File: src/hw/rtl/svm_pkg.sv
// Package: shared constants and types for the sample voice mixer.
package svm_pkg;
   localparam int MaxVoices   = 16;
   localparam int NumSlots    = 16;
   localparam int MemWords    = 65536;
   localparam int VoiceW      = $clog2(MaxVoices);
   localparam int SlotW       = 4;
   localparam int AddrW       = $clog2(MemWords);
   localparam int CountW      = 5;
   localparam int AccW        = 40;

   localparam logic [1:0] KIND_LOAD    = 2'd0;
   localparam logic [1:0] KIND_DEFINE  = 2'd1;
   localparam logic [1:0] KIND_TRIGGER = 2'd2;
   localparam logic [1:0] KIND_TICK    = 2'd3;

   typedef struct packed {
      logic [1:0]         kind;
      logic [15:0]        address;
      logic signed [15:0] word_value;
      logic [3:0]         slot;
      logic [15:0]        frame_count;
      logic               is_stereo;
      logic [15:0]        voice_gain;
   } item_type;

   typedef struct packed {
      logic signed [15:0] left_out;
      logic signed [15:0] right_out;
      logic               accepted;
      logic [4:0]         active_voices;
   } result_type;
endpackage

File: src/hw/rtl/svm_queue.sv
// Two-entry queue between the front classifier and the back engine.
module svm_queue
   import svm_pkg::*;
(
   input  logic     clock,
   input  logic     reset,
   input  logic     in_valid,
   output logic     in_ready,
   input  item_type in_item,
   output logic     out_valid,
   input  logic     out_ready,
   output item_type out_item
);
   item_type   mem_ff [2];
   logic       wr_ptr_ff, rd_ptr_ff;
   logic [1:0] cnt_ff;
   logic       push, pop;

   assign in_ready  = (cnt_ff != 2'd2);
   assign out_valid = (cnt_ff != 2'd0);
   assign out_item  = mem_ff[rd_ptr_ff];
   assign push      = in_valid && in_ready;
   assign pop       = out_valid && out_ready;

   always_ff @(posedge clock) begin
      if (push) mem_ff[wr_ptr_ff] <= in_item;
      if (reset) begin
         wr_ptr_ff <= 1'b0;
         rd_ptr_ff <= 1'b0;
         cnt_ff    <= 2'd0;
      end else begin
         if (push) wr_ptr_ff <= ~wr_ptr_ff;
         if (pop)  rd_ptr_ff <= ~rd_ptr_ff;
         cnt_ff <= cnt_ff + {1'b0, push} - {1'b0, pop};
      end
   end
endmodule

File: config.mk
export PLATFORM = sky130hd
export DESIGN_NAME = svm_queue
export DESIGN_NICKNAME = d
export VERILOG_FILES = /design/src/hw/rtl/svm_pkg.sv /design/src/hw/rtl/svm_queue.sv
export SDC_FILE = /design/constraint.sdc
export NUM_CORES = 1
export LEC_CHECK = 0
export BUFFER_PORTS_ARGS = -buffer_cell sky130_fd_sc_hd__buf_2
export CAP_MARGIN = 15
export CORE_ASPECT_RATIO = 0.9
export CORE_MARGIN = 4
export CORE_UTILIZATION = 50
export CTS_BUF_LIST = sky130_fd_sc_hd__clkbuf_4 sky130_fd_sc_hd__clkbuf_8
export CTS_CLUSTER_DIAMETER = 60
export DETAILED_ROUTE_END_ITERATION = 16
export PLACE_DENSITY_LB_ADDON = 0.3
export SLEW_MARGIN = 20
export SYNTH_ARGS = -nofsm -noshare
export SYNTH_HDL_FRONTEND = slang
export SYNTH_SLANG_ARGS = --single-unit
File: constraint.sdc
create_clock -name clock -period 4.84 [get_ports clock]
set_input_delay 0 -clock clock [delete_from_list [all_inputs] [get_ports clock]]
set_output_delay 0 -clock clock [all_outputs]
set_load 0.01 [all_outputs]
== Word-level counts from Yosys, hierarchy flattened ==
Memories as Yosys holds them, arrays and structs flattened. A register that Yosys moved wholly into a read port is not among the register bits.
Index checks and enable logic that the tools add are counted.

* Register bits after elaboration: 4
* Bits in latches: 0
* Bits in writable memories: 142
* Bits in read-only memories: 0
* Bits of input ports: 75
* Output and inout bits: 73
* Logic and storage cells: 16
* Memories kept: 1

{| class="wikitable"
|+ Memory list
! name !! depth !! width !! read ports !! clocked after Yosys merged registers in !! write ports !! line !! RTL
|-
| mem_ff || 2 || 71 || 1 || 1 || 1 || svm_queue.sv:14 || <nowiki>item_type mem_ff [2];</nowiki>
|}

* Add/subtract/negate cells: 2
* Multipliers: 0
* Divide/modulo/power cells: 0
* Magnitude comparators: 0
* Eq/ne operators: 1
* Shift-type cells: 0
* Mux-type cells: 4
* Bitwise logic cells: 2
* Reductions and logical operators: 3

{| class="wikitable"
|+ Operator list
! operator !! count
|-
| $mux 1 || 4
|-
| $add 2x1->2 || 1
|-
| $logic_and 1x1->1 || 2
|-
| $ne 2x2->1 const B || 1
|-
| $not 1->1 || 2
|-
| $reduce_bool 2->1 || 1
|-
| $sub 2x1->2 || 1
|}

== Longest topological paths before layout ==
Gate-level depths: netlist (run 1).

* Depth in word-level cells: 4
* Mapped depth: 8
* Mapped depth without buffers: 8

== Worst setup path after synthesis (run 1) ==
Ideal clock, no wire load.

* Kind: reg-to-reg
* Start: register cnt_ff[0]
* End: memory mem_ff[0][0] (netlist name) (enable)
* Setup time: 0.501 ns
* Data arrival time: 3.556 ns
* Data required time: 4.339 ns
* Slack: 0.783 ns
* Stages on the path, launching flop included: 4
* Buffers on the path: 0
* Clock period less this slack: 4.057 ns
* Cell sequence: dfxtp_1 > nand2b_2 > nand2_2 > nor2_1

* Cells in the longest elaborated chain, start to end: 4

{| class="wikitable"
|+ RTL lines
! item !! line !! RTL
|-
| start: declaration || svm_queue.sv:16 || <nowiki>logic [1:0] cnt_ff;</nowiki>
|-
| start signal: assignment || svm_queue.sv:34 || <nowiki>cnt_ff <= cnt_ff + {1'b0, push} - {1'b0, pop};</nowiki>
|-
| $ne 2x2->1 || svm_queue.sv:19 || <nowiki>assign in_ready = (cnt_ff != 2'd2);</nowiki>
|-
| named net in_ready || svm_queue.sv:8 || <nowiki>output logic in_ready,</nowiki>
|-
| $logic_and 1x1->1 || svm_queue.sv:22 || <nowiki>assign push = in_valid && in_ready;</nowiki>
|-
| $mux 1 || svm_queue.sv:26 || <nowiki>if (push) mem_ff[wr_ptr_ff] <= in_item;</nowiki>
|-
| $mux 1 (implied by the code) || svm_queue.sv:26 ||
|-
| end: declaration || svm_queue.sv:14 ||
|}

The timed path passes the listed nets, and every way through them passes these cells.

==> summary.md, run 1 <==
| Metric | Value |
|---|---|
| Antenna violations before repair | 0 |
| DP HPWL | 6380 um |
| Final period util | 0.503 |
| Die Ht | 109 um |
| First-pass GRT wire length | 17200 um |
| Clock H-tree levels | 4 |
| CTS Buffer Depth | 2 |
| CP arrival | 2.43 ns |
| HP Class | in -> reg |
| CP Max Fanout | 39 |
| Final setup viols | 0 |
| Main combinational cell family by area after synthesis | multiplexers |
| Port Buf Inserts | 147 |
| Worst clock skew | 0.0124 ns |
| Worst hold stages | 2 |
| DR vias | 3008 |
| Register bit total from synthesis | 147 |
| Most frequent cells in the layout | 147 x buf_2, 142 x edfxtp_1, 74 x dlygate4sd3_1 |
| XOR/XNOR Fraction of Synth Area | 0.00460 |
| Slew HR | 0.327 |
| DRC viols | 0 |
| Final ANT Viol Nets | 0 |
| Max VDD drop | 365 uV |
| Die width | 121 um |
| Status | finished, final reports clean |
| Crit Path Category | reg -> out |
| Post-CTS Setup Inserts | 0 |
| CTS tree | yes |
| Most common cell after layout, fill and taps aside | buf_2 |
| Clock Tree Root | clkbuf_8 |
| Core ar. | 11000 um2 |
| Worst endpoint required time | 4.84 ns |
| Min-Delay Endpoint | mem_ff[0][63] |
| FF-to-FF path depth | 4 |
| CTS buffer count | 17 |
| Ant. Diodes | 0 |
| R2R Path Start | cnt_ff[0] |
| Mapped Area | 5710 um2 |
| CP endpoint kind | output pin |
| DRT Pass-1 Iters | 4 |
| Drt total wl | 11200 um |
| Post-Synth Adder-Cell Area | 0.00438 |
| Mapped Cells | 245 |
| Clk_lat worst skew | 0.43 ns |
| Avg Cell Area, Syn | 23.3 um2 |
| Maxcap violations | 0 |
| Clk sinks | 147 |
| Total leakage power | 3.02 nW |
| Hold_ws | 0.290 ns |
| Fin crit period | 2.43 ns |
| Nets@finish | 557 |
| Fraction of layout cells with a size suffix above 1 | 0.527 |
| Slew Limit Fails | 0 |
| Setup TNS | 0 ns |
| Min-Delay Startpoint | in_item[63] |
| Routed len/inst | 17.3 um |
| Pre-CTS setup slack | 2.73 ns |
| Clock-pin slew on the worst setup and hold paths | 0.08 ns |
| Worst Setup Slack, final | 2.41 ns |
| Initial DRC count | 171 |
| Final hold vios | 0 |
| Num rows | 36 |
| Routability-driven placement congestion ratio | 0.746 |
| Maximum clock frequency | 411 MHz |
| Worst-Margin Slew | 1.01 ns |
| # IOs | 148 |
| Synthesis-to-layout area growth | 34.0% |
| Worst setup SP type | flip-flop |
| Vias in the first global route | 3306 |
| Starting Density | 0.520 |
| Mux share of post-synthesis cell area | 0.188 |
| Ys Warns | 0 |
| Largest net degree at the start of global routing | 72 |
| Seq/Total Area, Yosys | 0.764 |
| GRT Util Overall | 0.176 |
| DIE AREA | 13200 um2 |
| P per Cell Area | 465 nW/um2 |
| Synth cell types | 17 |
| Synth Area in Compound Gates | 0.00131 |
| Drt via density | 4.66 |
| FF-to-FF setup slack | 2.76 ns |
| R2r endpoint | mem_ff[0][26] |
| Grt total ovfl | 0 |
| Unrepaired setup endpoints after global routing | no |
| Synth Area in Simple Gates | 0.0103 |
| FILL cells | 721 |
| Mapped Nets | 322 |
-- through the flow --
stage | cell area [um2] | total power [W] | util | std cells
finish | 7650 | 0.00356 | 0.696 | 645
global route | 7650 | 0.00373 | 0.696 | 645
CTS | 7650 | 0.00358 | 0.696 | 645
detailed placement | 6520 | 0.00263 | 0.594 | 539
global placement | 6520 | 0.00261 | 0.594 | 539
floorplan | 5710 | 0.00240 | - | 245
-- worst max path at each step --
stage | startpoint | end | slack [ns] | cells after the start
after floorplan | cnt_ff[0] | mem_ff[0][0] | 0.78 | 3
after global placement | cnt_ff[0] | mem_ff[0][24] | 2.81 | 4
after detailed placement | cnt_ff[0] | mem_ff[0][26] | 2.73 | 4
after CTS | flip-flop | out_item[22] | 2.33 | 3
after global routing | flip-flop | out_item[22] | 2.25 | 3
final | flip-flop | out_item[22] | 2.41 | 3
-- sequential cells by signal, summed over array words and instances, names as in the netlist, named ones only --
signal,count
cnt_ff,2
mem_ff,142
rd_ptr_ff,1
wr_ptr_ff,1
-- timing repair --
item | CTS | global route
endpoints found under the hold margin | 147 | 0
hold buffers | 74 | 0
gates resized for setup | 0 | 0
-- logic make-up after synthesis --
| logic type | after synthesis |
|---|---|
| AND/OR/NAND/NOR | 11 |
| adder cells (fa/ha/maj) | 2 |
| XOR/XNOR | 3 |
| flip-flops | 147 |
| multiplexers | 72 |
| buffers and inverters | 9 |
| AO/OA/AOI/OAI | 1 |
-- metal layers --
layer	GRT usage	share of wire
met5	0	0
met1	0.208	0.41
met3	0.0756	0.083
met4	0.0574	0.010
met2	0.294	0.50
-- layout make-up --
| cell class | instances | area, um2 | share of cell area |
|---|---|---|---|
| flip-flops and latches | 147 | 4370 | 0.571 |
| inverters | 1 | 3.75 | 0.000491 |
| multi-input cells | 89 | 1200 | 0.157 |
| clock inverters | 13 | 139 | 0.0181 |
| clock buffers | 19 | 249 | 0.0325 |
| well taps | 152 | 190 | 0.0249 |
| repair buffers | 224 | 1500 | 0.196 |
-- power by group --
| part | internal [W] | switching, W |
|---|---|---|
| logic | 0.000516 | 0.000423 |
| registers | 0.00160 | 0.000104 |
| clock network | 0.000466 | 0.000450 |
-- synth_stat cells --
master	n	area (um2)
inv_1	1	3.75
and3_1	1	6.26
mux2_2	2	22.5
nor2_1	5	18.8
edfxtp_1	142	4260
buf_6	1	11.3
ha_1	2	25.0
nand2_2	1	6.26
buf_12	7	140
dfxtp_1	5	100
xor2_1	1	8.76
nor2b_1	2	12.5
xnor2_1	2	17.5
o21a_1	1	7.51
mux2_4	70	1050
or2_2	1	6.26
nand2b_2	1	8.76
-- worst max-delay path, stage by stage, from the launching register on --
cell and delay, ns:
dfxtp_4 0.82, buf_4 0.63, mux2_4 0.36, buf_2 0.14
(Power assumes the default switching activity.)
==> inputs of run 2 (changes only) <==
--- a/config.mk
+++ b/config.mk
@@ -9,7 +9,7 @@
 export CAP_MARGIN = 15
 export CORE_ASPECT_RATIO = 0.9
 export CORE_MARGIN = 4
-export CORE_UTILIZATION = 50
+export CORE_UTILIZATION = 49
 export CTS_BUF_LIST = sky130_fd_sc_hd__clkbuf_4 sky130_fd_sc_hd__clkbuf_8
 export CTS_CLUSTER_DIAMETER = 60
 export DETAILED_ROUTE_END_ITERATION = 16
==> constraint.sdc (replaced) <==
create_clock -name clock -period 2.02 [get_ports clock]
set_input_delay 0 -clock clock [delete_from_list [all_inputs] [get_ports clock]]
set_output_delay 0 -clock clock [all_outputs]
set_load 0.01 [all_outputs]
==> run 2 against run 1 <==
Net effect:
- die area increased by 1.9%
- first-iteration DRC count increased by 16%
- global-route usage decreased by 1.6 points
- clock power rose to 2.8 times the previous value
- clock skew decreased by 0.0029 ns
- power grew to 2.5 times the previous value
- utilization is 1.3 points lower
- worst setup slack lost 2.2 ns
- non-clock buffer count increased by 2
- highest routed layer unchanged
==> summary.md, run 2 (synthesis results as in run 1) <==
| Metric | Value |
|---|---|
| Status | finished, final reports clean |
| Initial DRC count | 198 (+16%) |
| Core ar. | 11400 um2 (+4.0%) |
| Drt via density | 4.63 (-0.82%) |
| Final Power | 0.00901 W (+150%) |
| Worst clock skew | 0.00955 ns (-0.00288 ns) |
| Slew HR | 0.685 (+0.359) |
| DRT Pass-1 Iters | 4 (unchanged) |
| Clock-pin slew on the worst setup and hold paths | 0.07 ns (about the same) |
| Port Buf Inserts | 147 (unchanged) |
| Max FFs per register | 142 (unchanged) |
| CTS Buffer Depth | 2 (unchanged) |
| Num rows | 37 (+2.8%) |
| Ant. Diodes | 0 (unchanged) |
| # IOs | 148 (unchanged) |
| Die Ht | 110 um (+0.94%) |
| Final setup viols | 0 (unchanged) |
| Crit Path Category | reg -> out |
| Final hold vios | 0 (unchanged) |
| Routability-driven placement congestion ratio | 0.710 (-4.8%) |
| R2r endpoint | cnt_ff[1] |
| Clock power frac | 0.288 (+0.031) |
| HP Class | in -> reg |
| Dpl cells | 546 (+1.3%) |
| Most frequent cells in the layout | 147 x buf_2, 142 x edfxtp_1, 73 x dlygate4sd3_1 |
| Maximum clock frequency | 542 MHz |
| Largest net degree at the start of global routing | 37 (-49%) |
| Largest reg by FF count | mem_ff |
| Vias in the first global route | 3231 (-2.3%) |
| Maxcap violations | 0 (unchanged) |
| Pint | 0.00674 W (+160%) |
| Setup TNS | 0 ns (unchanged) |
| Layout Cells excl Fill | 651 (+0.93%) |
| Slew Limit Fails | 0 (unchanged) |
| Unrepaired setup endpoints after global routing | no |
| CTS tree | yes |
| DP HPWL | 6500 um (+2.0%) |
| Fin crit period | 1.84 ns |
| CP endpoint kind | output pin |
| FF-to-FF setup slack | 0.44 ns (-2.32 ns) |
| Min-Delay Startpoint | out_ready |
| DIE AREA | 13400 um2 (+1.9%) |
| Drt total wl | 10500 um (-5.9%) |
| Synthesis-to-layout area growth | 36.9% |
| Sequential power share | 0.446 (-0.033) |
| Most common cell after layout, fill and taps aside | buf_2 |
| Antenna violations before repair | 0 (unchanged) |
| Final ANT Viol Nets | 0 (unchanged) |
| Final period util | 0.913 |
| DR vias | 3011 (+0.10%) |
| P per Cell Area | 1150 nW/um2 (+150%) |
| Clk_lat worst skew | 0.43 ns (about the same) |
| Clk sinks | 147 (unchanged) |
| CTS buffer count | 17 (unchanged) |
| Fraction of layout cells with a size suffix above 1 | 0.525 (-0.00213) |
| Total leakage power | 3.11 nW (+3.0%) |
| Gate power share | 0.266 (+0.002) |
| R2R Path Start | cnt_ff[1] |
| Worst setup SP type | flip-flop |
| Hold_ws | 0.0406 ns (-0.249 ns) |
| Worst hold stages | 4 (+2) |
| Worst-Margin Slew | 0.472 ns (-0.538 ns) |
| Routed len/inst | 16.2 um (-6.8%) |
| CP arrival | 1.84 ns (-0.59 ns) |
| CP Max Fanout | 26 (-33%) |
| GRT Util Overall | 0.161 (-0.0156) |
| Switching pwr | 0.00227 W (+130%) |
| Max VDD drop | 670 uV (+83%) |
| Largest regs | mem_ff x142, cnt_ff x2 |
| Worst endpoint required time | 2.02 ns (-2.82 ns) |
| Starting Density | 0.499 (-0.0202) |
| Clock Tree Root | clkbuf_8 |
| DRC viols | 0 (unchanged) |
| Grt total ovfl | 0 (unchanged) |
| FF-to-FF path depth | 7 (+3) |
| Sw Share | 0.251 (-0.0231) |
| Die width | 122 um (+0.95%) |
| Clock H-tree levels | 4 (unchanged) |
| Nets@finish | 559 (+0.36%) |
| First-pass GRT wire length | 16100 um (-6.2%) |
[run 2: cell count changes in the layout (fill, tap and decap cells not counted), sizes merged]
| cell | delta |
|---|---|
| buf | +3 |
| bufinv | +4 |
| clkinv | +3 |
| clkinvlp | -7 |
| dlygate4sd3 | -1 |
[run 2: how the worst max path moves through the flow]
stage / depth (start not counted) / slack (ns) / end
2_1_floorplan: 3 / 0.002 / mem_ff[0][0]
3_3_place_gp: 7 / 0.50 / cnt_ff[1]
3_5_place_dp: 7 / 0.44 / cnt_ff[1]
4_1_cts: 3 / 0.13 / out_item[70]
5_1_grt: 3 / 0.09 / out_item[70]
6_report: 3 / 0.18 / out_item[70]
[run 2: layer usage]
layer,track usage,vias up,part of all wire
met5,0,-,0
met4,0.0612,0,0.014
met3,0.0553,13,0.067
met2,0.273,101,0.50
met1,0.187,1460,0.42
li1,-,1437,-
[run 2: critical path: stages (launching register included)]
cell and delay [ns]:
dfxtp_4 0.60, buf_12 0.28, mux2_2 0.37, buf_2 0.14
[run 2: final cells by class]
cell class / count / area, um2
Sequential cell: 147 / 4370
Fill cell: 770 / 3620
Timing Repair Buffer: 226 / 1570
Multi-Input combinational cell: 89 / 1210
Clock buffer: 19 / 249
Clock inverter: 13 / 213
Tap cell: 156 / 195
Inverter: 1 / 3.75
[run 2: repair_timing]
action                                 CTS  global route
buffers inserted                         0             0
endpoints found under the hold margin  147             0
gates resized for setup                  0             0
hold buffers                            73             0
[run 2: power groups by stage]
stage	logic [W]	clock network, W	registers (W)
after floorplan	0.00175	0	0.00399
after global placement	0.00230	0	0.00406
after detailed placement	0.00232	0	0.00408
after CTS	0.00244	0.00266	0.00402
after global routing	0.00256	0.00283	0.00405
final	0.00240	0.00259	0.00402
[run 2: metrics by stage]
stage / util / area (um2) / setup WS [ns]
2_1_floorplan: - / 5730 / 0.00185
3_3_place_gp: 0.579 / 6630 / 0.503
3_5_place_dp: 0.579 / 6630 / 0.437
4_1_cts: 0.684 / 7820 / 0.128
5_1_grt: 0.684 / 7820 / 0.0882
6_report: 0.684 / 7820 / 0.177
==> inputs of run 3 (changes only) <==
--- a/config.mk
+++ b/config.mk
@@ -9,11 +9,10 @@
 export CAP_MARGIN = 15
 export CORE_ASPECT_RATIO = 0.9
 export CORE_MARGIN = 4
-export CORE_UTILIZATION = 49
+export CORE_UTILIZATION = 30
 export CTS_BUF_LIST = sky130_fd_sc_hd__clkbuf_4 sky130_fd_sc_hd__clkbuf_8
 export CTS_CLUSTER_DIAMETER = 60
 export DETAILED_ROUTE_END_ITERATION = 16
-export PLACE_DENSITY_LB_ADDON = 0.3
 export SLEW_MARGIN = 20
 export SYNTH_ARGS = -nofsm -noshare
 export SYNTH_HDL_FRONTEND = slang
==> run 3 against run 2 <==
Net effect:
- non-clock buffer count increased by 2
- via count decreased by 0.50%
- clock-buffer cell count decreased by 2
- power decreased by 2.5%
- first-iteration DRC count decreased by 26%
- largest cell class unchanged
==> summary.md, run 3 (synthesis results as in run 1) <==
| Metric | Value |
|---|---|
| Drt via density | 4.04 (-13%) |
| Num rows | 47 (+27%) |
| Clk_lat worst skew | 0.44 ns (about the same) |
| Maxcap violations | 0 (unchanged) |
| Largest regs | mem_ff x142, cnt_ff x2 |
| Starting Density | 0.308 (-0.191) |
| Max VDD drop | 614 uV (-8.4%) |
| Gate power share | 0.277 (+0.011) |
| Worst clock skew | 0.00819 ns (-0.00135 ns) |
| Fraction of layout cells with a size suffix above 1 | 0.531 (+0.00593) |
| Clock power frac | 0.268 (-0.020) |
| Clock H-tree levels | 4 (unchanged) |
| Nets@finish | 561 (+0.36%) |
| Synthesis-to-layout area growth | 38.3% |
| Most common cell after layout, fill and taps aside | buf_2 |
| Clock-pin slew on the worst setup and hold paths | 0.09 ns (+0.02 ns) |
| # IOs | 148 (unchanged) |
| DP HPWL | 7160 um (+10%) |
| DRC viols | 0 (unchanged) |
| P per Cell Area | 1110 nW/um2 (-3.5%) |
| Final ANT Viol Nets | 0 (unchanged) |
| Port Buf Inserts | 147 (unchanged) |
| Routed len/inst | 14.6 um (-9.4%) |
| Max FFs per register | 142 (unchanged) |
| First-pass GRT wire length | 16800 um (+3.9%) |
| Unrepaired setup endpoints after global routing | no |
| Grt total ovfl | 0 (unchanged) |
| Vias in the first global route | 3341 (+3.4%) |
| Status | finished, final reports clean |
| CTS Buffer Depth | 2 (unchanged) |
| Fin crit period | 1.78 ns (-0.0627 ns) |
| Ant. Diodes | 0 (unchanged) |
| Routability-driven placement congestion ratio | 0.694 (-2.3%) |
| Clk sinks | 147 (unchanged) |
| Slew HR | 0.749 (+0.0634) |
| DR vias | 2996 (-0.50%) |
| CTS buffer count | 17 (unchanged) |
| CP arrival | 1.78 ns (-0.06 ns) |
| GRT Util Overall | 0.102 (-0.0589) |
| Core ar. | 18500 um2 (+62%) |
| Sequential power share | 0.456 (+0.010) |
| Switching pwr | 0.00240 W (+6.0%) |
| CP endpoint kind | output pin |
| Slew Limit Fails | 0 (unchanged) |
| Worst-Margin Slew | 0.377 ns (-0.0952 ns) |
| Setup TNS | 0 ns (unchanged) |
| DRT Pass-1 Iters | 4 (unchanged) |
| Die Ht | 139 um (+26%) |
| Final setup viols | 0 (unchanged) |
| Worst endpoint required time | 2.02 ns (about the same) |
| Clock Tree Root | clkbuf_8 |
| Crit Path Category | reg -> out |
| Total leakage power | 3.08 nW (-0.78%) |
| Most frequent cells in the layout | 147 x buf_2, 142 x edfxtp_1, 74 x dlygate4sd3_1 |
| HP Class | in -> reg |
| Die width | 153 um (+26%) |
| Drt total wl | 10900 um (+3.2%) |
| DIE AREA | 21300 um2 (+58%) |
| Final hold vios | 0 (unchanged) |
| CP Max Fanout | 20 (-23%) |
| Largest net degree at the start of global routing | 53 (+43%) |
| Sw Share | 0.273 (+0.0217) |
| Hold_ws | 0.273 ns (+0.232 ns) |
| Worst setup SP type | flip-flop |
| Post-cts resize count | 0 (unchanged) |
| Antenna violations before repair | 0 (unchanged) |
| Largest reg by FF count | mem_ff |
| Initial DRC count | 146 (-26%) |
| Pint | 0.00639 W (-5.3%) |
| Maximum clock frequency | 562 MHz (+3.5%) |
| CTS tree | yes |
| Final period util | 0.882 (-0.0310) |
==> run 3: cell count changes in the layout (fill, tap and decap cells not counted), sizes merged, moves of 2 or more <==
| cell | delta |
|---|---|
| inv | +3 |
| bufinv | -3 |
| clkinvlp | +3 |
| clkbuf | -2 |
==> run 3: worst max-delay path, stage by stage (launching register included) <==
cell	delay (ns)
dfxtp_4	0.59
buf_12	0.25
mux2_2	0.35
buf_2	0.14
==> run 3: cell type report <==
| cell class | instances | area (um2) |
|---|---|---|
| clock buffer | 17 | 234 |
| multi-input combinational | 89 | 1210 |
| sequential | 147 | 4370 |
| inverter | 1 | 3.75 |
| tap | 245 | 307 |
| fill | 1645 | 10600 |
| clock inverter | 15 | 181 |
| timing repair buffer | 228 | 1590 |
==> run 3: what timing repair did <==
item,in CTS,in global routing
hold buffers,74,0
setup buffers,0,0
endpoints found under the hold margin,147,0
==> run 3: path summary, 6_finish.rpt <==
kind	start	endpoint	cells after the start	slack, ns
max	flip-flop	out_item[70]	3	0.24
min	in_item[57]	mem_ff[0][57]	2	0.27
max reg2reg	cnt_ff[1]	cnt_ff[1]	7	0.41
min reg2reg	rd_ptr_ff	rd_ptr_ff	2	0.54
==> run 3: layer usage <==
layer / up-vias / GRT usage / share of wire
met5: - / 0 / 0
met4: 0 / 0.0390 / 0.011
met3: 9 / 0.0409 / 0.065
met2: 92 / 0.172 / 0.51
met1: 1454 / 0.117 / 0.42
li1: 1441 / - / -
==> run 3: power groups by stage <==
stage               logic, W  registers (W)  clock network (W)
floorplan            0.00175        0.00399                  0
global placement     0.00235        0.00406                  0
detailed placement   0.00237        0.00409                  0
CTS                  0.00249        0.00402            0.00243
global route         0.00260        0.00405            0.00258
finish               0.00243        0.00401            0.00235
==> run 3: metrics by stage <==
stage / cell area, um2 / std cells / setup slack (ns) / utilization / total power, W
2_1_floorplan: 5730 / 245 / 0.00185 / - / 0.00574
3_3_place_gp: 6740 / 636 / 0.473 / 0.364 / 0.00641
3_5_place_dp: 6740 / 636 / 0.405 / 0.364 / 0.00645
4_1_cts: 7900 / 742 / 0.162 / 0.426 / 0.00894
5_1_grt: 7900 / 742 / 0.124 / 0.426 / 0.00924
6_report: 7900 / 742 / 0.239 / 0.426 / 0.00879
