## config.mk

```make
export PLATFORM = sky130hd
export DESIGN_NAME = svm_front
export DESIGN_NICKNAME = d
export VERILOG_FILES = /design/src/hw/rtl/svm_pkg.sv /design/src/hw/rtl/svm_front.sv
export SDC_FILE = /design/constraint.sdc
export NUM_CORES = 1
export LEC_CHECK = 0
export BUFFER_PORTS_ARGS = -buffer_cell sky130_fd_sc_hd__buf_2
export CAP_MARGIN = 30
export CELL_PAD_IN_SITES_DETAIL_PLACEMENT = 2
export CELL_PAD_IN_SITES_GLOBAL_PLACEMENT = 2
export CORE_UTILIZATION = 24
export CTS_CLUSTER_DIAMETER = 40
export DETAILED_ROUTE_END_ITERATION = 6
export HOLD_SLACK_MARGIN = 0.15
export PLACE_DENSITY_LB_ADDON = 0.1
export SLEW_MARGIN = 40
export SYNTH_ARGS = -nofsm -noshare
export SYNTH_HDL_FRONTEND = slang
export SYNTH_SLANG_ARGS = --single-unit
export TNS_END_PERCENT = 20
```

## constraint.sdc

```tcl
create_clock -name clock -period 1.37 [get_ports clock]
set_input_delay 0.0685 -clock clock [delete_from_list [all_inputs] [get_ports clock]]
set_output_delay 0.0685 -clock clock [all_outputs]
set_load 0.02 [all_outputs]
```

## src/hw/rtl/svm_pkg.sv

```systemverilog
// Package: shared constants and types for the sample voice mixer.
package svm_pkg;
   localparam int MaxVoices   = 16;
   localparam int NumSlots    = 16;
   localparam int MemWords    = 65536;
   localparam int VoiceW      = $clog2(MaxVoices);
   localparam int SlotW       = 4;
   localparam int AddrW       = $clog2(MemWords);
   localparam int CountW      = 5;
   localparam int AccW        = 40;

   localparam logic [1:0] KIND_LOAD    = 2'd0;
   localparam logic [1:0] KIND_DEFINE  = 2'd1;
   localparam logic [1:0] KIND_TRIGGER = 2'd2;
   localparam logic [1:0] KIND_TICK    = 2'd3;

   typedef struct packed {
      logic [1:0]         kind;
      logic [15:0]        address;
      logic signed [15:0] word_value;
      logic [3:0]         slot;
      logic [15:0]        frame_count;
      logic               is_stereo;
      logic [15:0]        voice_gain;
   } item_type;

   typedef struct packed {
      logic signed [15:0] left_out;
      logic signed [15:0] right_out;
      logic               accepted;
      logic [4:0]         active_voices;
   } result_type;
endpackage

```

## src/hw/rtl/svm_front.sv

```systemverilog
// Front: unpacks input transfers into items and registers them; drops nothing.
module svm_front
   import svm_pkg::*;
(
   input  logic        clock,
   input  logic        reset,
   input  logic        s_tvalid,
   output logic        s_tready,
   input  logic [71:0] s_tdata,
   input  logic [1:0]  s_tuser,
   output logic        q_valid,
   input  logic        q_ready,
   output item_type    q_item
);
   logic     full_ff;
   item_type item_ff;
   item_type item_in;

   always_comb begin
      item_in.kind        = s_tuser;
      item_in.address     = s_tdata[15:0];
      item_in.word_value  = s_tdata[31:16];
      item_in.slot        = s_tdata[35:32];
      item_in.frame_count = s_tdata[51:36];
      item_in.is_stereo   = s_tdata[52];
      item_in.voice_gain  = s_tdata[68:53];
   end

   assign s_tready = !full_ff || q_ready;
   assign q_valid  = full_ff;
   assign q_item   = item_ff;

   always_ff @(posedge clock) begin
      if (s_tvalid && s_tready) item_ff <= item_in;
      if (reset) full_ff <= 1'b0;
      else if (s_tvalid && s_tready) full_ff <= 1'b1;
      else if (q_ready) full_ff <= 1'b0;
   end
endmodule

```

* After elaboration in Yosys (flattened, before gate mapping)
Index checks and enable logic that the tools add are counted.
Widths: inputs -> output; s select.
** Operators by class
- Muxes and demuxes :: 2
- Reductions and logical operators :: 4
** Operators with widths (number)
- $mux 1 :: 2
- $reduce_bool 2->1 :: 1
- $logic_and 1x1->1 :: 1
- $logic_not 1->1 :: 1
- $logic_or 1x1->1 :: 1
** Word-level totals
- Logic and storage cells :: 14
- Input bits :: 78
- Bits in registers :: 72

* Depth between registers and ports, before layout
Gate-level depths: netlist (run 1).
- Depth in word-level cells :: 4
- Depth in mapped cells :: 2

* Least setup slack after synthesis (run 1)
Ideal clock, no wire load.
- Path kind :: register -> register
- Start point :: reg full_ff (netlist: q_valid)
- End point :: reg item_ff (netlist bit q_item[0]) (enable)
- Stages on the path, launching flop included :: 3
- Path slack :: -0.141 ns
- Clock period less this slack :: 1.511 ns
- Library setup time :: 0.379 ns
- Data arrival time :: 1.132 ns
- Cells stage by stage :: dfxtp_1 -> nand2b_4 -> and2_4
** On the way
- Word-level cells in the longest chain between the ends :: 3
** Ends and longest elaborated chain
- start, declared :: line svm_front.sv:15 : logic full_ff;
- start signal, assigned :: line svm_front.sv:35 : if (reset) full_ff <= 1'b0;
- start signal, assigned :: line svm_front.sv:36 : else if (s_tvalid && s_tready) full_ff <= 1'b1;
- start signal, assigned :: line svm_front.sv:37 : else if (q_ready) full_ff <= 1'b0;
- $logic_not 1->1 :: line svm_front.sv:29 : assign s_tready = !full_ff || q_ready;
- $logic_or 1x1->1 :: line svm_front.sv:29
- via s_tready :: line svm_front.sv:8 : output logic s_tready,
- $logic_and 1x1->1 :: line svm_front.sv:34 : if (s_tvalid && s_tready) item_ff <= item_in;
- end signal, assigned :: line svm_front.sv:34
- end, declared :: line svm_front.sv:16 : item_type item_ff;
The timed path passes the listed nets, and every way through them passes these cells.
A chain may end at the register's enable or synchronous reset.

* Final worst setup path (run 1)
- Start point :: reg full_ff (netlist: q_valid)
- End point :: reg full_ff (netlist: q_valid)
** On the way
- Word-level cells in the longest chain between the ends :: 4
- Elaborated cells on any way between the ends :: 5
- Those cells by class :: mux: 1; reduce/logical: 4
** Ends and longest elaborated chain (line)
- $logic_not 1->1 (*) :: svm_front.sv:29
- $logic_or 1x1->1 (*) :: svm_front.sv:29
- $logic_and 1x1->1 (*) :: svm_front.sv:36
- $mux 1 / $reduce_bool 2->1 (equally long branches)
Every way passes the cells marked *; elsewhere a longest branch is shown, timed or not.

==> qor.log, run 1 <==
INFO  global_routing grt_pass1_vias=1821
INFO  timing         grt_setup_unrepaired=false
INFO  floorplanning  vertical_die_dimension=97.46um
INFO  timing         transition_time_of_the_tightest_slew_check_pin=0.2049ns
INFO  timing         setup-tns-final=0ns
INFO  drt            detail_route.wl_per_cell=14.62um
INFO  power          power_per_cell_area=1191nW/um^2
INFO  setup_path     worst_r2r_startpoint=q_valid$_SDFFE_PP0P_
INFO  timing         post-route-period-util=0.8390
INFO  setup_path     critical_path.n_buffers_inverters=1
INFO  power          cellLeakagePower=1.703nW
INFO  global_routing grt_max_degree=37
INFO  place          io_buffer_count=147
INFO  clocking       cts_root_buf=sky130_fd_sc_hd__clkbuf_8
INFO  yosys          synth_sequential_area_ratio=0.9840
INFO  worst_hold_path min_to=q_item[38]$_DFFE_PP_
INFO  clocking       tritoncts=yes
INFO  clocking       clk_pin_slew=0.07ns
INFO  yosys          synth_nets=154
INFO  timing         layout_min_cycle_time=1.149ns
INFO  floorplanning  top_level_ports=151
INFO  drt            number_of_remaining_drc_errors=0
INFO  layout         antenna_cells_inserted=0
INFO  drt            avgViaCountPerCell=3.940
INFO  layout         fraction_of_final_layout_cells_with_drive_strength_greater_than_1=0.5288
INFO  worst_hold_path hold_path_start=s_tvalid
INFO  power          vdd_ir_drop_max=0.0006888V
INFO  setup_path     r2r_end=q_valid$_SDFFE_PP0P_
INFO  clocking       htree_levels=3
INFO  drt            via_count=1655
INFO  setup_path     critical_path_arrival=1.41ns
INFO  run            drv_cap=0
INFO  drt            drt_pre_antenna_iters=3
INFO  drt            detail_route.wirelength=6139um
INFO  yosys          post_synth_instance_area=2187um^2
INFO  global_routing grt_first_pass_wirelength=9439um
INFO  setup_path     worst-endpoint-required=1.63ns
INFO  setup_path     kind_of_cell_adding_the_most_delay_to_the_critical_path=buffers and inverters
INFO  clocking       post_cts.resized_instances=0
INFO  layout         synthToLayoutAreaGrowth=83.18%
INFO  floorplanning  floorplan.die_area=9498um^2
INFO  clocking       worst_skew_pair.late_latency=0.33ns
INFO  yosys          synth_seq_cells=72
INFO  yosys          post_synth_num_cell_types=6
INFO  yosys          ranking_of_synthesized_cells_by_area=sky130_fd_sc_hd__edfxtp_1 (97%), sky130_fd_sc_hd__dfxtp_1 (0.92%), sky130_fd_sc_hd__nand2b_4 (0.63%), sky130_fd_sc_hd__a21oi_2 (0.40%), sky130_fd_sc_hd__and2_4 (0.40%)
INFO  yosys          avgSynthCellArea=28.78um^2
INFO  timing         max_freq=870.0MHz
INFO  yosys          yosys.area.top_type_share=0.9748
INFO  drt            ant_nets=0
INFO  place          gp_routability_congestion=0.6304
INFO  timing         finalMaxSlewViolations=0
INFO  timing         report.final.setup_viol=0
INFO  global_routing globalRoute.totalOverflow=0
INFO  setup_path     critical_path_start_type=register
INFO  floorplanning  row_count=34
INFO  timing         timing.slew.headroom=0.8634
INFO  setup_path     crit_path_top_delay_cell=sky130_fd_sc_hd__dlygate4sd3_1
INFO  setup_path     crit_type=reg2reg
INFO  floorplanning  start_util=0.2496
INFO  setup_path     r2r_depth=3
INFO  yosys          post-synth-top-area-cell=sky130_fd_sc_hd__edfxtp_1
INFO  clocking       cts_max_path_buffers=2
INFO  yosys          ys.warnings.count=0
INFO  layout         design.final.nets=387
INFO  place          place_hpwl=3871um
INFO  timing         final.setup_skew=0.009136ns
INFO  clocking       cts_made_buffers=9
INFO  timing         timing_hold_violations_final=0
INFO  clocking       num_clock_sinks=72
INFO  floorplanning  fp.coreArea=8763um^2
INFO  timing         final_critical_path_setup_slack=0.2205ns
INFO  worst_hold_path number_of_cells_on_the_worst_hold_path=3
INFO  place          place_ws=0.2438ns
INFO  clocking       post_cts.repair.setup_buffers=0
INFO  setup_path     worstPathMaxFanout=3
INFO  floorplanning  die_x=97.46um
INFO  setup_path     r2r_slack=0.22ns
INFO  setup_path     timing.critical_path.to_type=register
INFO  yosys          post_synth_inst_count=76
INFO  global_routing grt_total_usage=0.1334
INFO  worst_hold_path hold_path.class=in2reg
INFO  setup_path     worstPathCellList=nand2b_4 -> a21oi_2 -> dlygate4sd3_1
INFO  run_status     run_status=complete, no violations
INFO  global_routing initial_antenna_violation_count=0
INFO  clocking       ctsHoldBuffers=73
INFO  setup_path     slowest_delay=0.55ns
INFO  drt            detail_route.iter0.violations=44
cell type report:
class                   count  area [um^2]
clock buffers               9        123.9
multi-input cells           3        31.28
inverters                   1        3.754
well taps                 108        135.1
fillers                   873         4757
repair buffers            222         1506
flip-flops and latches     72         2156
clock inverters             5        50.05
Yosys cell counts (all sizes together):
cell type   n
nand2b      1
dfxtp       1
a21oi       1
edfxtp     71
and2        1
inv         1
state kept, by name, summed over array words and instances, names as in the netlist:
name,flops
q_item,71
q_valid,1
kinds of logic after synthesis:
family,synth area share
buf+inv,0.001715
simple gates,0.01030
flops,0.9840
compound gates,0.004005
report_power, final:
group          internal [W]  switching [W]  total [W]
Combinational      0.000310       0.000328   0.000638
Clock              0.000805       0.000725    0.00153
Sequential          0.00257      0.0000297    0.00260
Total               0.00369        0.00108    0.00477
how the worst max path moves through the flow:
stage               cells past startpoint            startpoint                    to  slack [ns]
floorplan                               2  q_valid$_SDFFE_PP0P_   q_item[0]$_DFFE_PP_       -0.09
global placement                        3  q_valid$_SDFFE_PP0P_  q_item[64]$_DFFE_PP_        0.25
detailed placement                      3  q_valid$_SDFFE_PP0P_  q_item[24]$_DFFE_PP_        0.24
CTS                                     3  q_valid$_SDFFE_PP0P_  q_item[16]$_DFFE_PP_        0.24
global route                            3  q_valid$_SDFFE_PP0P_  q_valid$_SDFFE_PP0P_        0.17
finish                                  3  q_valid$_SDFFE_PP0P_  q_valid$_SDFFE_PP0P_        0.22
worst reg2reg max path, cell delays in order, from the launching register on:
cell and delay, ns:
sky130_fd_sc_hd__dfxtp_4 0.35, sky130_fd_sc_hd__nand2b_4 0.06, sky130_fd_sc_hd__a21oi_2 0.13, sky130_fd_sc_hd__dlygate4sd3_1 0.55
placed cells by master (no fill, tap or decap), drive strengths merged:
cell	n
buf	149
dlygate4sd3	73
edfxtp	71
clkbuf	9
clkinv	3
nand2b	1
and2	1
inv	1
a21oi	1
clkinvlp	1
bufinv	1
dfxtp	1
stage by stage:
step | hold WS, ns | area, um^2 | instances | power, W | utilization
3_5_place_dp | 0.2231 | 3102 | 333 | 0.003127 | 0.3539
2_1_floorplan | 0.1218 | 2191 | 76 | 0.002868 | -
5_1_grt | 0.3761 | 4006 | 420 | 0.004986 | 0.4572
3_3_place_gp | 0.2277 | 3102 | 333 | 0.003111 | 0.3539
6_report | 0.3830 | 4006 | 420 | 0.004770 | 0.4572
4_1_cts | 0.3680 | 4006 | 420 | 0.004843 | 0.4572
layer usage:
layer / share of wire / global-route usage / vias to the layer above
met4: 0.022 / 0.07014 / 0
met1: 0.40 / 0.1534 / 779
met3: 0.089 / 0.05108 / 11
met5: 0 / 0 / -
met2: 0.49 / 0.2152 / 97
li1: - / - / 768
(Power assumes the default switching activity.)
==> run 2, diff against run 1 <==
ABC_AREA = 1   (was unset)
clock period = 1.03 ns   (was 1.37 ns; I/O delays follow)
==> run 2 against run 1 <==
The flow now finishes with violations (setup timing). Sequential power rose by 33%. Largest cell class unchanged. Critical path type unchanged. Highest routed layer unchanged. Utilization rose by 1.4 points. Maximum frequency rose by 1.2%.
==> qor.log, run 2 <==
INFO  yosys          synth_sequential_area_ratio=0.9874 [+0.003389]
INFO  floorplanning  vertical_die_dimension=97.30um [-0.17%]
INFO  clocking       cts_made_buffers=9 [unchanged]
INFO  setup_path     critical_path.n_buffers_inverters=2 [+1]
INFO  layout         commonest_non_fill_non_tap_cells_in_the_layout=sky130_fd_sc_hd__buf_2 (145), sky130_fd_sc_hd__dlygate4sd3_1 (72), sky130_fd_sc_hd__edfxtp_1 (71)
INFO  layout         synthToLayoutAreaGrowth=89.44%
INFO  setup_path     r2r_depth=3 [unchanged]
INFO  layout         final_area=4129um^2 [+3.1%]
INFO  timing         layout_min_cycle_time=1.136ns [-0.01377 ns]
INFO  timing         setup-tns-final=-6.223ns [-6.223 ns]
INFO  timing         timing.slew.headroom=0.9081 [+0.04466]
INFO  floorplanning  row_count=34 [unchanged]
INFO  setup_path     kind_of_cell_adding_the_most_delay_to_the_critical_path=flip-flops
INFO  yosys          avgSynthCellArea=28.31um^2 [-1.6%]
INFO  setup_path     worstPathCellList=a21oi_4 -> buf_12 -> clkbuf_16
INFO  setup_path     worstPathMaxFanout=14 [+11]
INFO  floorplanning  fp.coreArea=8763um^2 [unchanged]
INFO  run            drv_cap=0 [unchanged]
INFO  yosys          synth-async-reset-ratio=0 [unchanged]
INFO  setup_path     critical_path_start_type=register
INFO  yosys          post_synth_num_cell_types=7 [+1]
INFO  setup_path     worst-endpoint-required=1.08ns [-0.55 ns]
INFO  global_routing grt_max_degree=35 [-5.4%]
INFO  run_status     run_status=complete, but fails checks
INFO  setup_path     critical_path_arrival=1.19ns [-0.22 ns]
INFO  yosys          synth_nets=155 [+0.65%]
INFO  clocking       ctsHoldBuffers=72 [-1.4%]
INFO  layout         design.final.nets=393 [+1.6%]
INFO  setup_path     logic_depth_of_the_worst_setup_path_including_buffers=3 [unchanged]
INFO  drt            ant_nets=0 [unchanged]
INFO  timing         report.final.setup_viol=72 [+72]
INFO  run_status     violations_in_the_final_reports=setup timing
INFO  setup_path     timing.critical_path.to_type=register
INFO  drt            detail_route.wl_per_cell=15.08um [+3.2%]
INFO  worst_hold_path hold_path.class=in2reg
INFO  floorplanning  die_x=97.30um [-0.17%]
INFO  yosys          yosys.cell_count.top_type=sky130_fd_sc_hd__edfxtp_1
INFO  place          post_dp_cell_area=3120um^2 [+0.61%]
INFO  timing         finalMaxSlewViolations=0 [unchanged]
INFO  power          cellLeakagePower=1.761nW [+3.4%]
INFO  yosys          synth_edf_count=71 [unchanged]
INFO  yosys          post_synth_instance_area=2180um^2 [-0.34%]
INFO  global_routing grt_total_usage=0.1323 [-0.001088]
INFO  layout         layout_commonest_cell=sky130_fd_sc_hd__buf_2
INFO  timing         final.setup_skew=0.004769ns [-0.004367 ns]
INFO  worst_hold_path number_of_cells_on_the_worst_hold_path=4 [+1]
INFO  place          gp_routability_congestion=0.6197 [-1.7%]
INFO  layout         antenna_cells_inserted=0 [unchanged]
INFO  floorplanning  floorplan.die_area=9466um^2 [-0.34%]
INFO  layout         stdcell_count=427 [+1.7%]
INFO  place          place_inst=336 [+0.90%]
INFO  global_routing grt_first_pass_wirelength=9439um [unchanged]
INFO  yosys          synth_seq_cells=72 [unchanged]
INFO  yosys          yosys.area.top_type_share=0.9782 [+0.003358]
INFO  clocking       htree_levels=3 [unchanged]
INFO  timing         transition_time_of_the_tightest_slew_check_pin=0.1378ns [-0.06715 ns]
INFO  timing         post-route-period-util=1.103 [+0.2636]
INFO  timing         timing.hold.ws=0.004027ns [-0.3790 ns]
INFO  drt            drt_pre_antenna_iters=4 [+1]
INFO  clocking       worst_skew_pair.late_latency=0.33ns [about the same]
INFO  global_routing initial_antenna_violation_count=0 [unchanged]
INFO  drt            detail_route.wirelength=6439um [+4.9%]
INFO  place          place_ws=-0.1026ns [-0.3464 ns]
INFO  timing         final_critical_path_setup_slack=-0.1057ns [-0.3262 ns]
INFO  timing         timing_hold_violations_final=0 [unchanged]
INFO  yosys          post_synth_inst_count=77 [+1.3%]
INFO  setup_path     crit_type=reg2reg
INFO  floorplanning  top_level_ports=151 [unchanged]
INFO  yosys          post-synth-top-area-cell=sky130_fd_sc_hd__edfxtp_1
INFO  clocking       cts_root_buf=sky130_fd_sc_hd__clkbuf_8
INFO  floorplanning  start_util=0.2487 [-0.0008567]
INFO  yosys          ranking_of_synthesized_cells_by_area=sky130_fd_sc_hd__edfxtp_1 (98%), sky130_fd_sc_hd__dfxtp_1 (0.92%), sky130_fd_sc_hd__a21oi_2 (0.40%), sky130_fd_sc_hd__nand2_2 (0.29%), sky130_fd_sc_hd__a21oi_1 (0.23%)
INFO  global_routing grt_pass1_vias=1866 [+2.5%]
INFO  timing         max_freq=880.5MHz [+1.2%]
INFO  drt            via_count=1690 [+2.1%]
INFO  power          vdd_ir_drop_max=0.0006784V [-1.5%]
INFO  clocking       clk_pin_slew=0.07ns [about the same]
INFO  drt            detail_route.iter0.violations=36 [-18%]
INFO  layout         largest_register_ff_count=71 [unchanged]
INFO  place          place_hpwl=3926um [+1.4%]
INFO  timing         grt_setup_unrepaired=true
INFO  drt            number_of_remaining_drc_errors=0 [unchanged]
INFO  setup_path     crit_path_top_delay_cell=sky130_fd_sc_hd__dfxtp_4
INFO  yosys          ys.warnings.count=0 [unchanged]
INFO  clocking       tritoncts=yes
INFO  power          power_per_cell_area=1560nW/um^2 [+31%]
INFO  place          io_buffer_count=147 [unchanged]
INFO  layout         fraction_of_final_layout_cells_with_drive_strength_greater_than_1=0.5392 [+0.01034]
INFO  yosys          yosys_most_used_dff=sky130_fd_sc_hd__edfxtp_1
INFO  drt            avgViaCountPerCell=3.958 [+0.44%]
INFO  setup_path     slowest_delay=0.35ns [-0.20 ns]
INFO  global_routing globalRoute.totalOverflow=0 [unchanged]
INFO  clocking       cts_max_path_buffers=2 [unchanged]
INFO  clocking       num_clock_sinks=72 [unchanged]
run 2: worst reg2reg max path: cells and delay by family (launching register included):
| family | cells | cell delay (ns) |
|---|---|---|
| DFF | 1 | 0.35 |
| buffers and inverters | 2 | 0.34 |
| AOI/OAI and AO/OA | 1 | 0.16 |
run 2: power breakdown:
group / switching, W / internal (W)
Sequential: 0.0000381 / 0.00342
Combinational: 0.000460 / 0.000462
Clock: 0.000965 / 0.00110
Total: 0.00146 / 0.00498
run 2: repair_timing:
item | in CTS | in global routing
buffers inserted | 0 | 1
gates cloned | 0 | 3
setup endpoints to repair | 73 | 73
hold endpoints to repair | 72 | 1
gates resized for setup | 3 | 4
pin swaps | 0 | 1
run 2: routing by layer:
metal / up-vias / wire, um / global-route usage / share of wire
li1: 784 / - / - / -
met1: 804 / 2591 / 0.1440 / 0.40
met2: 97 / 3230 / 0.2308 / 0.50
met3: 5 / 561 / 0.04820 / 0.087
met4: 0 / 56 / 0.05769 / 0.0087
met5: - / 0 / 0 / 0
run 2: final cells by class:
type                       count  area, um^2
fill                         868        4634
multi-input combinational      3       36.28
clock buffer                  11       131.4
tap                          108       135.1
clock inverter                 4       46.29
inverter                       2       7.507
sequential                    72        2156
timing repair buffer         227        1617
run 2: final timing paths:
kind | start | to | slack (ns)
setup reg to reg | q_valid$_SDFFE_PP0P_ | q_item[12]$_DFFE_PP_ | -0.11
hold / removal | q_ready | q_valid$_SDFFE_PP0P_ | 0.004
setup / recovery | q_valid$_SDFFE_PP0P_ | q_item[12]$_DFFE_PP_ | -0.11
hold reg to reg | q_valid$_SDFFE_PP0P_ | q_valid$_SDFFE_PP0P_ | 0.64
run 2: metrics by stage:
| stage | power, W | util |
|---|---|---|
| after floorplan | 0.003820 | - |
| after global placement | 0.004152 | 0.3561 |
| after detailed placement | 0.004166 | 0.3561 |
| after CTS | 0.006490 | 0.4599 |
| after global routing | 0.006735 | 0.4712 |
| final | 0.006440 | 0.4712 |
run 2: cells by family after synthesis:
| group | count (synthesis) | share of synthesized area |
|---|---|---|
| flip-flops | 72 | 0.9874 |
| AO/OA/AOI/OAI | 2 | 0.006313 |
| buffers and inverters | 2 | 0.003441 |
| AND/OR/NAND/NOR | 1 | 0.002872 |
==> run 3, diff against run 2 <==
CORE_MARGIN = 5   (was unset)
REMOVE_ABC_BUFFERS = 1   (was unset)
==> run 3 against run 2 <==
The run still ends with setup timing left. Clock skew up 0.0040 ns. Largest power group unchanged. Sequential cell count unchanged. Utilization down 0.38 points.
==> qor.log, run 3 (synthesis gave the netlist of run 2 again) <==
INFO  timing         grt_setup_unrepaired=true
INFO  floorplanning  top_level_ports=151 [unchanged]
INFO  setup_path     worstPathMaxFanout=16 [+2]
INFO  clocking       cts_max_path_buffers=2 [unchanged]
INFO  drt            avgViaCountPerCell=3.881 [-1.9%]
INFO  layout         filler_cell_count=862 [-0.69%]
INFO  drt            detail_route.wl_per_cell=16.98um [+13%]
INFO  layout         design.final.nets=393 [unchanged]
INFO  drt            via_count=1661 [-1.7%]
INFO  power          power_total=0.006488W [+0.75%]
INFO  clocking       htree_levels=3 [unchanged]
INFO  timing         max_freq=896.4MHz [+1.8%]
INFO  timing         timing_hold_violations_final=0 [unchanged]
INFO  setup_path     r2r_depth=3 [unchanged]
INFO  timing         final.setup_skew=0.008804ns [+0.004036 ns]
INFO  setup_path     slowest_delay=0.34ns [about the same]
INFO  layout         layout_commonest_cell=sky130_fd_sc_hd__buf_2
INFO  setup_path     critical_path_arrival=1.16ns [-0.03 ns]
INFO  floorplanning  vertical_die_dimension=105.3um [+8.2%]
INFO  global_routing globalRoute.totalOverflow=0 [unchanged]
INFO  layout         fraction_of_final_layout_cells_with_drive_strength_greater_than_1=0.5438 [+0.004565]
INFO  clocking       ctsHoldBuffers=72 [unchanged]
INFO  worst_hold_path hold_path.class=in2reg
INFO  clocking       worst_skew_pair.late_latency=0.33ns [about the same]
INFO  timing         layout_min_cycle_time=1.116ns [-0.02014 ns]
INFO  timing         post-route-period-util=1.083 [-0.01956]
INFO  power          cellLeakagePower=1.751nW [-0.56%]
INFO  place          place_inst=336 [unchanged]
INFO  clocking       cts_root_buf=sky130_fd_sc_hd__clkbuf_8
INFO  drt            detail_route.wirelength=7268um [+13%]
INFO  clocking       clk_pin_slew=0.08ns [about the same]
INFO  power          power_per_cell_area=1577nW/um^2 [+1.1%]
INFO  place          place_ws=-0.1028ns [-0.0001790 ns]
INFO  clocking       num_clock_sinks=72 [unchanged]
INFO  clocking       cts_made_buffers=9 [unchanged]
INFO  timing         report.final.setup_viol=63 [-13%]
INFO  drt            number_of_remaining_drc_errors=0 [unchanged]
INFO  power          vdd_ir_drop_max=0.0006559V [-3.3%]
INFO  layout         largest_register_ff_count=71 [unchanged]
INFO  place          place_hpwl=4813um [+23%]
INFO  global_routing initial_antenna_violation_count=0 [unchanged]
INFO  timing         finalMaxSlewViolations=0 [unchanged]
INFO  drt            ant_nets=0 [unchanged]
INFO  setup_path     crit_type=reg2reg
INFO  floorplanning  floorplan.die_area=11090um^2 [+17%]
INFO  global_routing grt_total_usage=0.1329 [+0.0006321]
INFO  drt            drt_pre_antenna_iters=4 [unchanged]
INFO  timing         final_critical_path_setup_slack=-0.08557ns [+0.02014 ns]
INFO  run_status     violations_in_the_final_reports=setup timing
INFO  floorplanning  row_count=34 [unchanged]
INFO  worst_hold_path number_of_cells_on_the_worst_hold_path=4 [unchanged]
INFO  place          gp_routability_congestion=0.6608 [+6.6%]
INFO  floorplanning  die_x=105.3um [+8.2%]
INFO  global_routing grt_max_degree=17 [-51%]
INFO  floorplanning  fp.coreArea=8806um^2 [+0.49%]
INFO  global_routing grt_pass1_vias=1930 [+3.4%]
INFO  layout         commonest_non_fill_non_tap_cells_in_the_layout=sky130_fd_sc_hd__buf_2 (145), sky130_fd_sc_hd__dlygate4sd3_1 (72), sky130_fd_sc_hd__edfxtp_1 (71)
INFO  timing         transition_time_of_the_tightest_slew_check_pin=0.1669ns [+0.02911 ns]
INFO  setup_path     worstPathCellList=a21oi_4 -> buf_6 -> buf_12
INFO  layout         synthToLayoutAreaGrowth=88.81%
INFO  timing         setup-tns-final=-5.008ns [+1.216 ns]
INFO  place          io_buffer_count=147 [unchanged]
INFO  layout         stdcell_count=428 [+0.23%]
INFO  clocking       tritoncts=yes
INFO  setup_path     worst-endpoint-required=1.07ns [about the same]
INFO  layout         final_core_util=0.4673 [-0.003839]
INFO  setup_path     timing.critical_path.to_type=register
INFO  run_status     run_status=complete, but fails checks
INFO  drt            detail_route.iter0.violations=53 [+47%]
INFO  timing         timing.slew.headroom=0.8885 [-0.01955]
INFO  run            drv_cap=0 [unchanged]
INFO  layout         antenna_cells_inserted=0 [unchanged]
INFO  setup_path     crit_path_top_delay_cell=sky130_fd_sc_hd__dfxtp_2
INFO  global_routing grt_first_pass_wirelength=10850um [+15%]
INFO  setup_path     critical_path_start_type=register
INFO  floorplanning  start_util=0.2475 [-0.001202]
-- run 3: changes by cell type in the layout (fill, tap and decap cells not counted), sizes merged --
cell and change:
clkinv +2, clkinvlp +1, buf +2, clkbuf -4
-- run 3: area by class of cell --
class	count	area, um^2	share of cell area
flip-flops and latches	72	2153	0.5233
repair buffers	227	1602	0.3892
well taps	108	135.1	0.03284
clock buffers	9	123.9	0.03010
clock inverters	7	62.56	0.01520
multi-input cells	3	31.28	0.007601
inverters	2	7.507	0.001824
-- run 3: final timing paths --
| check | from | end | slack [ns] |
|---|---|---|---|
| hold / removal | q_ready | q_valid$_SDFFE_PP0P_ | 0.02 |
| setup / recovery | q_valid$_SDFFE_PP0P_ | q_item[41]$_DFFE_PP_ | -0.09 |
| setup reg to reg | q_valid$_SDFFE_PP0P_ | q_item[41]$_DFFE_PP_ | -0.09 |
| hold reg to reg | q_valid$_SDFFE_PP0P_ | q_valid$_SDFFE_PP0P_ | 0.65 |
-- run 3: routing by layer --
metal / up-vias / track usage / part of all wire
met5: - / 0 / 0
met4: 0 / 0.05436 / 0.016
met3: 7 / 0.03973 / 0.068
met2: 71 / 0.2536 / 0.57
met1: 800 / 0.1332 / 0.35
li1: 783 / - / -
-- run 3: what timing repair did --
action | in CTS | in global routing
endpoints found under the hold margin | 72 | 1
endpoints found under the setup margin | 73 | 73
pin swaps | 1 | 0
cloned | 2 | 0
gates resized for setup | 7 | 2
buffers inserted | 2 | 0
-- run 3: critical path, delay by kind of cell, from the launching register on --
family | cells | cell delay, ns
DFF | 1 | 0.34
buffers and inverters | 2 | 0.30
AOI/OAI and AO/OA | 1 | 0.17
-- run 3: metrics by stage --
step | area (um^2) | hold slack, ns
2_1_floorplan | 2180 | 0.1139
4_1_cts | 4109 | -0.006710
3_5_place_dp | 3117 | 0.2250
5_1_grt | 4115 | 0.02352
3_3_place_gp | 3117 | 0.2216
6_report | 4115 | 0.01605
-- run 3: power by group --
group          leakage [nW]  internal (W)  switching (W)
sequential            0.695       0.00342      0.0000394
combinational         0.965      0.000456       0.000470
clock                0.0901       0.00109        0.00101
total                  1.75       0.00497        0.00152
